**config.mk**
```make
export PLATFORM = sky130hd
export DESIGN_NAME = keyword_value_locator
export DESIGN_NICKNAME = d
export VERILOG_FILES = /design/src/rtl/core/kvl_pkg.sv /design/src/rtl/core/keyword_value_locator.sv /design/src/rtl/core/kvl_cell.sv
export SDC_FILE = /design/constraint.sdc
export NUM_CORES = 1
export LEC_CHECK = 0
export BUFFER_PORTS_ARGS = -buffer_cell sky130_fd_sc_hd__buf_2
export CORE_UTILIZATION = 55
export CTS_BUF_LIST = sky130_fd_sc_hd__clkbuf_2 sky130_fd_sc_hd__clkbuf_4 sky130_fd_sc_hd__clkbuf_8
export DETAILED_ROUTE_END_ITERATION = 6
export PLACE_DENSITY = 0.82
export SETUP_SLACK_MARGIN = 0.5
export SLEW_MARGIN = 0
export SYNTH_ARGS = -nofsm -noshare
export SYNTH_HDL_FRONTEND = slang
export SYNTH_SLANG_ARGS = --single-unit
```
**constraint.sdc**
```tcl
create_clock -name i_clk -period 7.9 [get_ports i_clk]
set_clock_uncertainty 0.05 [all_clocks]
set_input_delay 1.185 -clock i_clk [delete_from_list [all_inputs] [get_ports i_clk]]
set_output_delay 1.185 -clock i_clk [all_outputs]
set_load 0.02 [all_outputs]
```
**src/rtl/core/kvl_pkg.sv**
```systemverilog
package kvl_pkg;

    // Default sizes
    localparam int KEY_MAX_DEF  = 16;
    localparam int LINE_MAX_DEF = 1024;

    // Keyword register geometry: two 64-bit words, eight characters each
    localparam int CFG_DATA_W   = 64;
    localparam int KEY_BYTES    = 16;
    localparam int KEY_LEN_W    = 5;

    // Register indexes
    typedef logic [1:0] t_cfg_index;
    localparam t_cfg_index REG_KEY_LOW  = 2'd0;
    localparam t_cfg_index REG_KEY_HIGH = 2'd1;
    localparam t_cfg_index REG_KEY_LEN  = 2'd2;

    // Character codes
    localparam logic [7:0] CH_SPACE    = 8'd32;
    localparam logic [7:0] CH_TAB      = 8'd9;
    localparam logic [7:0] CH_EQUAL    = 8'd61;
    localparam logic [7:0] CH_LOWER_A  = 8'd97;
    localparam logic [7:0] CH_LOWER_Z  = 8'd122;
    localparam logic [7:0] CASE_OFFSET = 8'd32;

    // Per-line search phase
    typedef enum logic [3:0] {
        PH_SEARCH    = 4'b0001,
        PH_AFTER_KEY = 4'b0010,
        PH_FOUND     = 4'b0100,
        PH_FAILED    = 4'b1000
    } t_phase;

    // Control handed to one window cell
    typedef struct packed {
        logic [7:0] key_ch;  // keyword character aligned to this cell
        logic       active;  // cell lies inside the keyword span
        logic       guard;   // cell holds the character before the span
    } t_cell_ctl;

    // Status returned by one window cell
    typedef struct packed {
        logic hit;           // character agrees, or cell not in the span
        logic guard_blank;   // guard cell sees a space or tab
    } t_cell_stat;

    function automatic logic is_blank(input logic [7:0] c);
        return (c == CH_SPACE) || (c == CH_TAB);
    endfunction

endpackage

```
**src/rtl/core/keyword_value_locator.sv**
```systemverilog
// Channel  | Direction | Handshake               | Payload
// ---------+-----------+-------------------------+----------------------------------
// input    | in        | i_in_valid / o_in_stall | i_ch, i_last
// output   | out       | o_out_valid/ i_out_stall| o_found, o_keyword_pos,
//          |           |                         | o_value_pos, o_too_long
// config   | in        | i_cfg_we                | i_cfg_index, i_cfg_data
//
// One character per cycle unless stalled; the window compare runs across a chain of
// KEY_MAX+1 cells in the same cycle the character shifts in.
// A result word is registered on the cycle the last character is taken and is shown
// the next cycle; the input stalls only while that word waits under output stall.
// Reset (synchronous, active low) clears the line state, the keyword and sets length 1.
module keyword_value_locator #(
    parameter int KEY_MAX  = kvl_pkg::KEY_MAX_DEF,
    parameter int LINE_MAX = kvl_pkg::LINE_MAX_DEF
) (
    input  logic                          i_clk,
    input  logic                          i_rst_n,
    input  logic                          i_in_valid,
    output logic                          o_in_stall,
    input  logic [7:0]                    i_ch,
    input  logic                          i_last,
    output logic                          o_out_valid,
    input  logic                          i_out_stall,
    output logic                          o_found,
    output logic [9:0]                    o_keyword_pos,
    output logic [10:0]                   o_value_pos,
    output logic                          o_too_long,
    input  logic                          i_cfg_we,
    input  kvl_pkg::t_cfg_index           i_cfg_index,
    input  logic [kvl_pkg::CFG_DATA_W-1:0] i_cfg_data
);

    localparam int PW     = $clog2(LINE_MAX + 1);
    localparam int CW     = PW + 6;
    localparam int NCELLS = KEY_MAX + 1;
    localparam int LW     = kvl_pkg::KEY_LEN_W;

    // Configuration
    logic [kvl_pkg::CFG_DATA_W-1:0] r_key_low;
    logic [kvl_pkg::CFG_DATA_W-1:0] r_key_high;
    logic [LW-1:0]                  r_key_len;

    always_ff @(posedge i_clk) begin
        if (!i_rst_n) begin
            r_key_low  <= '0;
            r_key_high <= '0;
            r_key_len  <= LW'(1);
        end else if (i_cfg_we) begin
            unique case (i_cfg_index)
                kvl_pkg::REG_KEY_LOW:  r_key_low  <= i_cfg_data;
                kvl_pkg::REG_KEY_HIGH: r_key_high <= i_cfg_data;
                kvl_pkg::REG_KEY_LEN:  r_key_len  <= i_cfg_data[LW-1:0];
                default: ;
            endcase
        end
    end

    // Clamp the keyword length to 1..KEY_MAX
    logic [LW-1:0] len;
    always_comb begin
        if (r_key_len == '0) begin
            len = LW'(1);
        end else if (r_key_len > LW'(KEY_MAX)) begin
            len = LW'(KEY_MAX);
        end else begin
            len = r_key_len;
        end
    end

    logic [7:0] key_bytes [kvl_pkg::KEY_BYTES];
    always_comb begin
        for (int b = 0; b < 8; b++) begin
            key_bytes[b]     = r_key_low[8*b +: 8];
            key_bytes[b + 8] = r_key_high[8*b +: 8];
        end
    end

    // Handshake
    logic r_out_valid;
    logic in_acc;
    assign o_in_stall  = r_out_valid && i_out_stall;
    assign in_acc      = i_in_valid && !o_in_stall;
    assign o_out_valid = r_out_valid;

    // Line state
    kvl_pkg::t_phase r_phase, n_phase;
    logic [PW-1:0]   r_pos, n_pos;
    logic [PW-1:0]   r_match_start, n_match_start;
    logic [PW-1:0]   r_eq_pos, n_eq_pos;
    logic            r_overflow, n_overflow;

    logic pos_ok;
    assign pos_ok = r_pos < PW'(LINE_MAX);

    // Fold lowercase to uppercase
    logic [7:0] folded;
    assign folded = ((i_ch >= kvl_pkg::CH_LOWER_A) && (i_ch <= kvl_pkg::CH_LOWER_Z))
                    ? (i_ch - kvl_pkg::CASE_OFFSET) : i_ch;

    // Chain of window cells
    logic [7:0]          cell_in   [NCELLS];
    logic [7:0]          cell_out  [NCELLS];
    kvl_pkg::t_cell_ctl  cell_ctl  [NCELLS];
    kvl_pkg::t_cell_stat cell_stat [NCELLS];
    logic [NCELLS-1:0]   hit_vec;
    logic [NCELLS-1:0]   blank_vec;
    logic                shift_en;

    assign shift_en = in_acc && pos_ok;

    for (genvar j = 0; j < NCELLS; j++) begin : g_cell
        logic [LW-1:0] kidx;
        assign kidx = len - LW'(j) - LW'(1);

        if (j == 0) begin : g_head
            assign cell_in[j] = folded;
        end else begin : g_link
            assign cell_in[j] = cell_out[j-1];
        end

        assign cell_ctl[j].key_ch = key_bytes[kidx[3:0]];
        assign cell_ctl[j].active = LW'(j) < len;
        assign cell_ctl[j].guard  = LW'(j) == len;

        kvl_cell u_cell (
            .i_clk  (i_clk),
            .i_en   (shift_en),
            .i_ch   (cell_in[j]),
            .i_ctl  (cell_ctl[j]),
            .o_ch   (cell_out[j]),
            .o_stat (cell_stat[j])
        );

        assign hit_vec[j]   = cell_stat[j].hit;
        assign blank_vec[j] = cell_stat[j].guard_blank;
    end

    // Position arithmetic
    logic [CW-1:0] pos_inc;
    logic [CW-1:0] len_ext;
    logic [CW-1:0] start_ext;
    logic          span_full;
    assign pos_inc   = {{(CW-PW){1'b0}}, r_pos} + CW'(1);
    assign len_ext   = {{(CW-LW){1'b0}}, len};
    assign start_ext = pos_inc - len_ext;
    assign span_full = pos_inc >= len_ext;

    // Advance the search
    always_comb begin
        n_phase       = r_phase;
        n_pos         = r_pos;
        n_match_start = r_match_start;
        n_eq_pos      = r_eq_pos;
        n_overflow    = r_overflow;
        if (in_acc) begin
            if (!pos_ok) begin
                n_overflow = 1'b1;
            end else begin
                n_pos = pos_inc[PW-1:0];
                unique case (r_phase)
                    kvl_pkg::PH_SEARCH: begin
                        if (span_full && (&hit_vec)) begin
                            n_match_start = start_ext[PW-1:0];
                            n_phase = ((start_ext == '0) || (|blank_vec))
                                      ? kvl_pkg::PH_AFTER_KEY : kvl_pkg::PH_FAILED;
                        end
                    end
                    kvl_pkg::PH_AFTER_KEY: begin
                        if (i_ch == kvl_pkg::CH_EQUAL) begin
                            n_eq_pos = pos_inc[PW-1:0];
                            n_phase  = kvl_pkg::PH_FOUND;
                        end else if (!kvl_pkg::is_blank(i_ch)) begin
                            n_phase = kvl_pkg::PH_FAILED;
                        end
                    end
                    default: ;
                endcase
            end
        end
    end

    // Hold line state; drop it after the last character
    always_ff @(posedge i_clk) begin
        if (!i_rst_n || (in_acc && i_last)) begin
            r_phase       <= kvl_pkg::PH_SEARCH;
            r_pos         <= '0;
            r_match_start <= '0;
            r_eq_pos      <= '0;
            r_overflow    <= 1'b0;
        end else begin
            r_phase       <= n_phase;
            r_pos         <= n_pos;
            r_match_start <= n_match_start;
            r_eq_pos      <= n_eq_pos;
            r_overflow    <= n_overflow;
        end
    end

    // Result word
    logic          res_found;
    logic [PW+10:0] kpos_ext;
    logic [PW+10:0] vpos_ext;
    assign res_found = n_phase == kvl_pkg::PH_FOUND;
    assign kpos_ext  = {{11{1'b0}}, (res_found ? n_match_start : PW'(0))};
    assign vpos_ext  = {{11{1'b0}}, (res_found ? n_eq_pos : PW'(0))};

    logic        r_found;
    logic [9:0]  r_keyword_pos;
    logic [10:0] r_value_pos;
    logic        r_too_long;

    always_ff @(posedge i_clk) begin
        if (!i_rst_n) begin
            r_out_valid <= 1'b0;
        end else if (in_acc && i_last) begin
            r_out_valid <= 1'b1;
        end else if (!i_out_stall) begin
            r_out_valid <= 1'b0;
        end
    end

    always_ff @(posedge i_clk) begin
        if (in_acc && i_last) begin
            r_found       <= res_found;
            r_keyword_pos <= kpos_ext[9:0];
            r_value_pos   <= vpos_ext[10:0];
            r_too_long    <= n_overflow;
        end
    end

    assign o_found       = r_found;
    assign o_keyword_pos = r_keyword_pos;
    assign o_value_pos   = r_value_pos;
    assign o_too_long    = r_too_long;

endmodule

```
**src/rtl/core/kvl_cell.sv**
```systemverilog
module kvl_cell (
    input  logic               i_clk,
    input  logic               i_en,
    input  logic [7:0]         i_ch,
    input  kvl_pkg::t_cell_ctl i_ctl,
    output logic [7:0]         o_ch,
    output kvl_pkg::t_cell_stat o_stat
);

    logic [7:0] r_ch;

    // Shift the neighbor's character in, or the folded input character at the head
    always_ff @(posedge i_clk) begin
        if (i_en) begin
            r_ch <= i_ch;
        end
    end

    assign o_ch = r_ch;

    // Compare the character entering this cell against its keyword character
    assign o_stat.hit         = !i_ctl.active || (i_ch == i_ctl.key_ch);
    assign o_stat.guard_blank = i_ctl.guard && kvl_pkg::is_blank(i_ch);

endmodule
```
# Yosys cells after proc, flatten, opt, wreduce, memory -nomap -nowiden
# Cells that the tools add are included.
# W data, S select, Z words.
# op_classes
addsub	35
bitwise	17
n_mux	73
order_cmp	39
n_eq_ne	76
n_reduce_logical	89
# ops
op	n
$bmux W8 S4	17
$mux W8	35
$eq A8 B6 Y1 const B	19
$eq A8 B4 Y1 const B	18
$eq A8 B8 Y1	17
$ge A5 B5 Y1 const B	17
$not A4 Y5	17
$sub A4 B1 Y4 const B	18
$mux W11	4
$eq A4 B5 Y1 const A	8
$lt A4 B5 Y1 const A	8
$mux W10	4
$logic_or A1 B1 Y1	37
$sub A4 B4 Y4 const B	8
$mux W4	6
$logic_and A1 B1 Y1	23
$eq A3 B5 Y1 const A	4
$lt A3 B5 Y1 const A	4
$logic_not A1 Y1	19
$logic_not A17 Y1	1
$reduce_and A17 Y1	1
$reduce_or A17 Y1	1
$sub A4 B3 Y4 const B	4
$sub A12 B5 Y13	1
other kinds (26)	38
# word_totals
word_cells	358
out_inout_bits	25
input_bits	80
regBits	322

# Logic depth before layout (Yosys ltp)
# depth
ltp_word	18
mapped_depth	24
mapped_depth_nobuf	17

# By module
# A second synthesis with hierarchy kept.
# hier_totals
hier_cells	2275
hier_area_um2	21720.8
# by_module_without_submodules
module	area_per_inst_um2	seq_area_each_um2	instances	cells_each
keyword_value_locator	15446.1	4113.9	1	1884
kvl_cell	369.1	240.2	17	23

# Least setup slack after synthesis
# No wires, ideal clock.
# synth_path
path_kind	reg-to-reg
start	reg r_key_len[3]
end	reg r_value_pos[6] (netlist: o_value_pos[6]), data pin
path_stages_with_launch	24
required_ps	7589
n_path_buf	8
setup_slack_ps	2386
t_arrival_ps	5203
setup_time_ps	261
period_less_slack_ps	5514
path_cell_list	dfxtp_1 -> buf_2 -> or3_1 -> a21oi_4 -> clkbuf_1 -> buf_2 -> clkbuf_1 -> ha_1 -> clkbuf_1 -> nor2_1 -> o21ai_1 -> buf_2 -> buf_1 -> nand2_1 -> a311oi_1 -> a211oi_1 -> or3_1 -> nand4_1 -> nor4_1 -> o311a_1 -> and4_1 -> a21boi_2 -> buf_4 -> nor3b_2
# synth_between
elab_chain_len	18
word_cells_on_any_way	219
classes_between	add/sub (33); order compare (19); eq/ne (34); mux (58); bitwise (17); reduce/logical (58)
# synth_lines
element	line	rtl
from (decl)	keyword_value_locator.sv:42	logic [LW-1:0] r_key_len;
from (signal assigned)	keyword_value_locator.sv:53	kvl_pkg::REG_KEY_LEN: r_key_len <= i_cfg_data[LW-1:0];
$gt A5 B5 Y1	keyword_value_locator.sv:64	end else if (r_key_len > LW'(KEY_MAX)) begin
$mux W5	keyword_value_locator.sv:64	
$mux W5 *	keyword_value_locator.sv:62	if (r_key_len == '0) begin
$sub A4 B1 Y4, or another cell as far along	keyword_value_locator.sv:114	assign kidx = len - LW'(j) - LW'(1);
$sub A4 B1 Y4	keyword_value_locator.sv:114	
$not A4 Y5 (implied by the code)	keyword_value_locator.sv:122	assign cell_ctl[j].key_ch = key_bytes[kidx[3:0]];
$bmux W8 S4	keyword_value_locator.sv:122	
$mux W8 (implied by the code) (2 in a row)	keyword_value_locator.sv:122	
$eq A8 B8 Y1	kvl_cell.sv:22	assign o_stat.hit = !i_ctl.active || (i_ch == i_ctl.key_ch);
$logic_or A1 B1 Y1	kvl_cell.sv:22	
$reduce_and A17 Y1	keyword_value_locator.sv:163	if (span_full && (&hit_vec)) begin
$logic_and A1 B1 Y1	keyword_value_locator.sv:163	
$mux W4 *	keyword_value_locator.sv:163	
$pmux W4 S2 *	keyword_value_locator.sv:161	unique case (r_phase)
$mux W4 *	keyword_value_locator.sv:157	if (!pos_ok) begin
$mux W4 *	keyword_value_locator.sv:156	if (in_acc) begin
$eq A4 B3 Y1 *	keyword_value_locator.sv:204	assign res_found = n_phase == kvl_pkg::PH_FOUND;
to (signal assigned)	keyword_value_locator.sv:227	r_value_pos <= vpos_ext[10:0];
to (decl)	keyword_value_locator.sv:210	logic [10:0] r_value_pos;
# Mark *: on every way between the ends. The rest lies on a longest branch, timed or not. The select of a mux whose other input is x is not followed.
# A chain may end at the register's enable or synchronous reset.

# Worst setup path in the final report
# layout_path
start	reg r_key_len[4]
end	reg r_keyword_pos[4] (netlist: o_keyword_pos[4]), data pin
# layout_between
elab_chain_len	18
word_cells_on_any_way	223
classes_between	add/sub (33); order compare (19); eq/ne (34); mux (62); bitwise (17); reduce/logical (58)
# layout_lines
element	line	rtl
$gt A5 B5 Y1	keyword_value_locator.sv:64	
$mux W5	keyword_value_locator.sv:64	
$mux W5 *	keyword_value_locator.sv:62	
$sub A4 B1 Y4, or another cell as far along	keyword_value_locator.sv:114	
$sub A4 B1 Y4	keyword_value_locator.sv:114	
$not A4 Y5 (implied by the code)	keyword_value_locator.sv:122	
$bmux W8 S4	keyword_value_locator.sv:122	
$mux W8 (implied by the code) (2 in a row)	keyword_value_locator.sv:122	
$eq A8 B8 Y1	kvl_cell.sv:22	
$logic_or A1 B1 Y1	kvl_cell.sv:22	
$reduce_and A17 Y1	keyword_value_locator.sv:163	
$logic_and A1 B1 Y1	keyword_value_locator.sv:163	
$mux W4	keyword_value_locator.sv:163	
$pmux W4 S2	keyword_value_locator.sv:161	
$mux W4	keyword_value_locator.sv:157	
$mux W4	keyword_value_locator.sv:156	
$eq A4 B3 Y1	keyword_value_locator.sv:204	
to (signal assigned)	keyword_value_locator.sv:226	r_keyword_pos <= kpos_ext[9:0];
to (decl)	keyword_value_locator.sv:209	logic [9:0] r_keyword_pos;
# Marks and branches as above.

==> results_dict.tcl <==
set metrics [dict create \
    netlist_top_cells_count "sky130_fd_sc_hd__nand2_1 (416), sky130_fd_sc_hd__mux2i_1 (181), sky130_fd_sc_hd__dfxtp_1 (171)" \
    syn_area_mm2 0.0236 \
    synthesis.area_per_instance_um2 9.33 \
    core_footprint_mm2 0.0421 \
    grt_remaining_overflow 0 \
    drc 0 \
    synthArstFlopShare 0 \
    num_vias 23300 \
    clockRootBuffer "sky130_fd_sc_hd__clkbuf_8" \
    largest_net_degree_at_the_start_of_global_routing 114 \
    switchingPower_uw 1500 \
    dp_hpwl_mm 81.0 \
    dp.cells 3033 \
    run_status "finished clean" \
    clk_pin_slew_worst_paths_ps 70 \
    globalplace.congestion 1.17 \
    setup.worst_path.class "register to register" \
    drtPass1Iterations 7 \
    design_area_mm2 0.0258 \
    synth_largest_type_area_fraction 0.192 \
    cts_tree "yes" \
    drt-total-wl_mm 108 \
    share_of_post_route_cells_with_drive_strength_above_1 0.162 \
    vdd.ir_drop.worst_v 0.000184 \
    synth_mux_area_frac 0.189 \
    dpl-instance-area_mm2 0.0246 \
    power.share.sequential 0.427 \
    synth_simple_gate_area_share 0.171 \
    timing.critical_path.arrival_ps 7160 \
    synth.largest_area_cell "sky130_fd_sc_hd__edfxtp_1" \
    totalNegativeSetupSlack_ps 0 \
    synthToLayoutAreaGrowth_pct 9.30 \
    synth_top_family_by_area "compound AO/OA/AOI/OAI gates" \
    period_minus_slack_ps 6860 \
    htree_levels 2 \
    sw_frac_of_total 0.324 \
    hold_path_class "register to register" \
    setup.worst_path.end_class "register" \
    synth.most_common_cell "sky130_fd_sc_hd__nand2_1" \
    seq_area_mm2 0.00796 \
    pins_over_their_slew_limit 0 \
    drt_iter0_drc 3838 \
    die_outline_width_um 209 \
    p_leak_uw 0.00900 \
    p_per_area_mw_per_mm2 179 \
    io_buffer_count 104 \
    synth.ff_latch_count 322 \
    synth_warnings 0 \
    post_cts_resized 0 \
    worst_pin_slew_ps 1480 \
    final.fill_count 3493 \
    dominantRegCellSynth "sky130_fd_sc_hd__dfxtp_1" \
    antenna_found_initial 15 \
    cp.required_ps 8210 \
    crit_fanout 28 \
    latest_clock_arrival_within_the_worst_skew_pair_ps 670 \
    p_int_uw 3130 \
    tritoncts_num_sinks 322 \
    fin_crit_sh 0.868 \
    grt_pass1_wl_mm 152 \
    placement.setup.worst_slack_ps 1350 \
    clock_path_buffers 3 \
    nets 2650 \
    synth-edff-count 151 \
    synth_sequential_area_ratio 0.337 \
    max_freq_mhz 146 \
    cts_buffers 53 \
    cts_hold_buffers 0 \
    rows 75 \
    detail-route-antenna-nets 0 \
    synthesis.nets 2629 \
    synthXorXnorAreaFrac 0.0471 \
    synth_cells 2528 \
    unrepaired_setup_endpoints_after_global_routing "no" \
    starting_utilization_of_the_core_area 0.560 \
    cap_viol_max_count 0 \
    final_critical_path_setup_slack_ps 1040 \
    first_global_vias 21500 \
    worst_max_slew_margin_expressed_relative_to_the_limit 0.0130 \
    synth.distinct_cells 81 \
    finalSetupViolations 0 \
    clock_power_share 0.367 \
    grt.total_usage 0.486 \
    cts_setup_buffers 0 \
    timing.final.hold_violations 0 \
    routed_wire_length_per_instance_um 34.5 \
    post_synth_fa_ha_maj_area_fraction 0.0115 \
    ioPinCount 105 \
    dieArea_mm2 0.0437 \
    fin_cells 3135 \
    synth-compound-area-share 0.206 \
    multi_input_area_mm2 0.0149 \
    worstSetupStartpointType "register" \
    vias_per_cell 7.44 \
    synth.top_cells.by_area "sky130_fd_sc_hd__edfxtp_1 (19%), sky130_fd_sc_hd__dfxtp_1 (15%), sky130_fd_sc_hd__mux4_2 (9.5%), sky130_fd_sc_hd__mux2i_1 (7.7%), sky130_fd_sc_hd__nand2_1 (6.6%)" \
    die_h_um 209 \
    comb_power_share 0.206 \
    finalHoldWorstSlack_ps 425 \
]
-- registers in the layout (all words and copies together), names as in the netlist --
| register | count |
|---|---|
| r_match_start | 10 |
| o_keyword_pos | 10 |
| r_key_low | 64 |
| r_phase | 4 |
| g_cell.u_cell.o_ch | 128 |
| r_pos | 11 |
| r_eq_pos | 11 |
| o_out_valid | 1 |
| r_overflow | 1 |
| r_key_high | 64 |
| o_value_pos | 11 |
| r_key_len | 5 |
| o_too_long | 1 |
| o_found | 1 |
-- worst max-delay path: stages, from the launching register on --
cell,delay (ps)
sky130_fd_sc_hd__dfxtp_1,330
sky130_fd_sc_hd__buf_4,380
sky130_fd_sc_hd__nand2b_1,190
sky130_fd_sc_hd__buf_4,370
sky130_fd_sc_hd__ha_1,580
sky130_fd_sc_hd__nor2_1,180
sky130_fd_sc_hd__a211oi_4,1110
sky130_fd_sc_hd__nor2_1,620
sky130_fd_sc_hd__a22oi_1,600
sky130_fd_sc_hd__and3_1,240
sky130_fd_sc_hd__nor4_1,60
sky130_fd_sc_hd__a41o_1,250
sky130_fd_sc_hd__o2111a_1,200
sky130_fd_sc_hd__and4_1,330
sky130_fd_sc_hd__a21boi_2,890
sky130_fd_sc_hd__nor2_1,140
-- area by class of cell --
type	instances	area share
antenna	6	0.000582
clock buffer	71	0.0357
clock inverter	25	0.0111
inverter	32	0.00480
multi-input combinational	1985	0.577
sequential	322	0.309
tap	539	0.0262
timing repair buffer	155	0.0360
-- cells by family (layout without fill, tap and decap cells) --
kind of cell / count (synthesis) / in the layout
buf+inv: 221 / 283
flops: 322 / 322
xor+xnor: 126 / 126
compound gates: 671 / 671
other cells: 0 / 6
simple gates: 849 / 849
fa+ha+maj: 21 / 21
mux: 318 / 318
-- power by group through the flow --
stage	logic, uW	clock network, uW	registers [uW]
floorplan	596	0	1930
global placement	903	0	1990
detailed placement	912	0	1990
CTS	916	1700	1960
global route	987	1770	1970
finish	955	1700	1970
-- through the flow --
| stage | power, uW | util |
|---|---|---|
| finish | 4630 | 0.612 |
| floorplan | 2520 | - |
| detailed placement | 2910 | 0.583 |
| global route | 4720 | 0.612 |
| global placement | 2900 | 0.583 |
| CTS | 4570 | 0.612 |
-- layout by cell type, fill, tap and decap left out, types with 57 or more instances in the layout --
cell                       Yosys  routed
sky130_fd_sc_hd__xnor2_1      62      58
sky130_fd_sc_hd__a21oi_1      90      88
sky130_fd_sc_hd__mux2i_1     181     181
sky130_fd_sc_hd__xor2_1       63      62
sky130_fd_sc_hd__nand2b_1     57      57
sky130_fd_sc_hd__edfxtp_1    151     151
sky130_fd_sc_hd__nor2_1      111     111
sky130_fd_sc_hd__buf_2        34     104
sky130_fd_sc_hd__a21boi_0    132     132
sky130_fd_sc_hd__dfxtp_1     171     170
sky130_fd_sc_hd__clkbuf_8      0      62
sky130_fd_sc_hd__nand2_1     416     416
sky130_fd_sc_hd__mux4_2       99      99
sky130_fd_sc_hd__o21ai_0      60      60
-- final timing paths --
check                      to  cells past startpoint  slack (ps)              from
min          r_match_start[8]                      2         430  r_match_start[8]
max          o_keyword_pos[4]                     15        1040      r_key_len[4]
max reg2reg  o_keyword_pos[4]                     15        1040      r_key_len[4]
min reg2reg  r_match_start[8]                      2         430  r_match_start[8]
-- per-layer routing --
layer	up-vias	share of wire	GRT usage
met2	1947	0.41	0.687
met4	2	0.088	0.368
met3	440	0.14	0.157
met5	-	0.00011	0
li1	9732	-	-
met1	11200	0.36	0.616
Note: power is estimated with default switching activity, not from simulation.
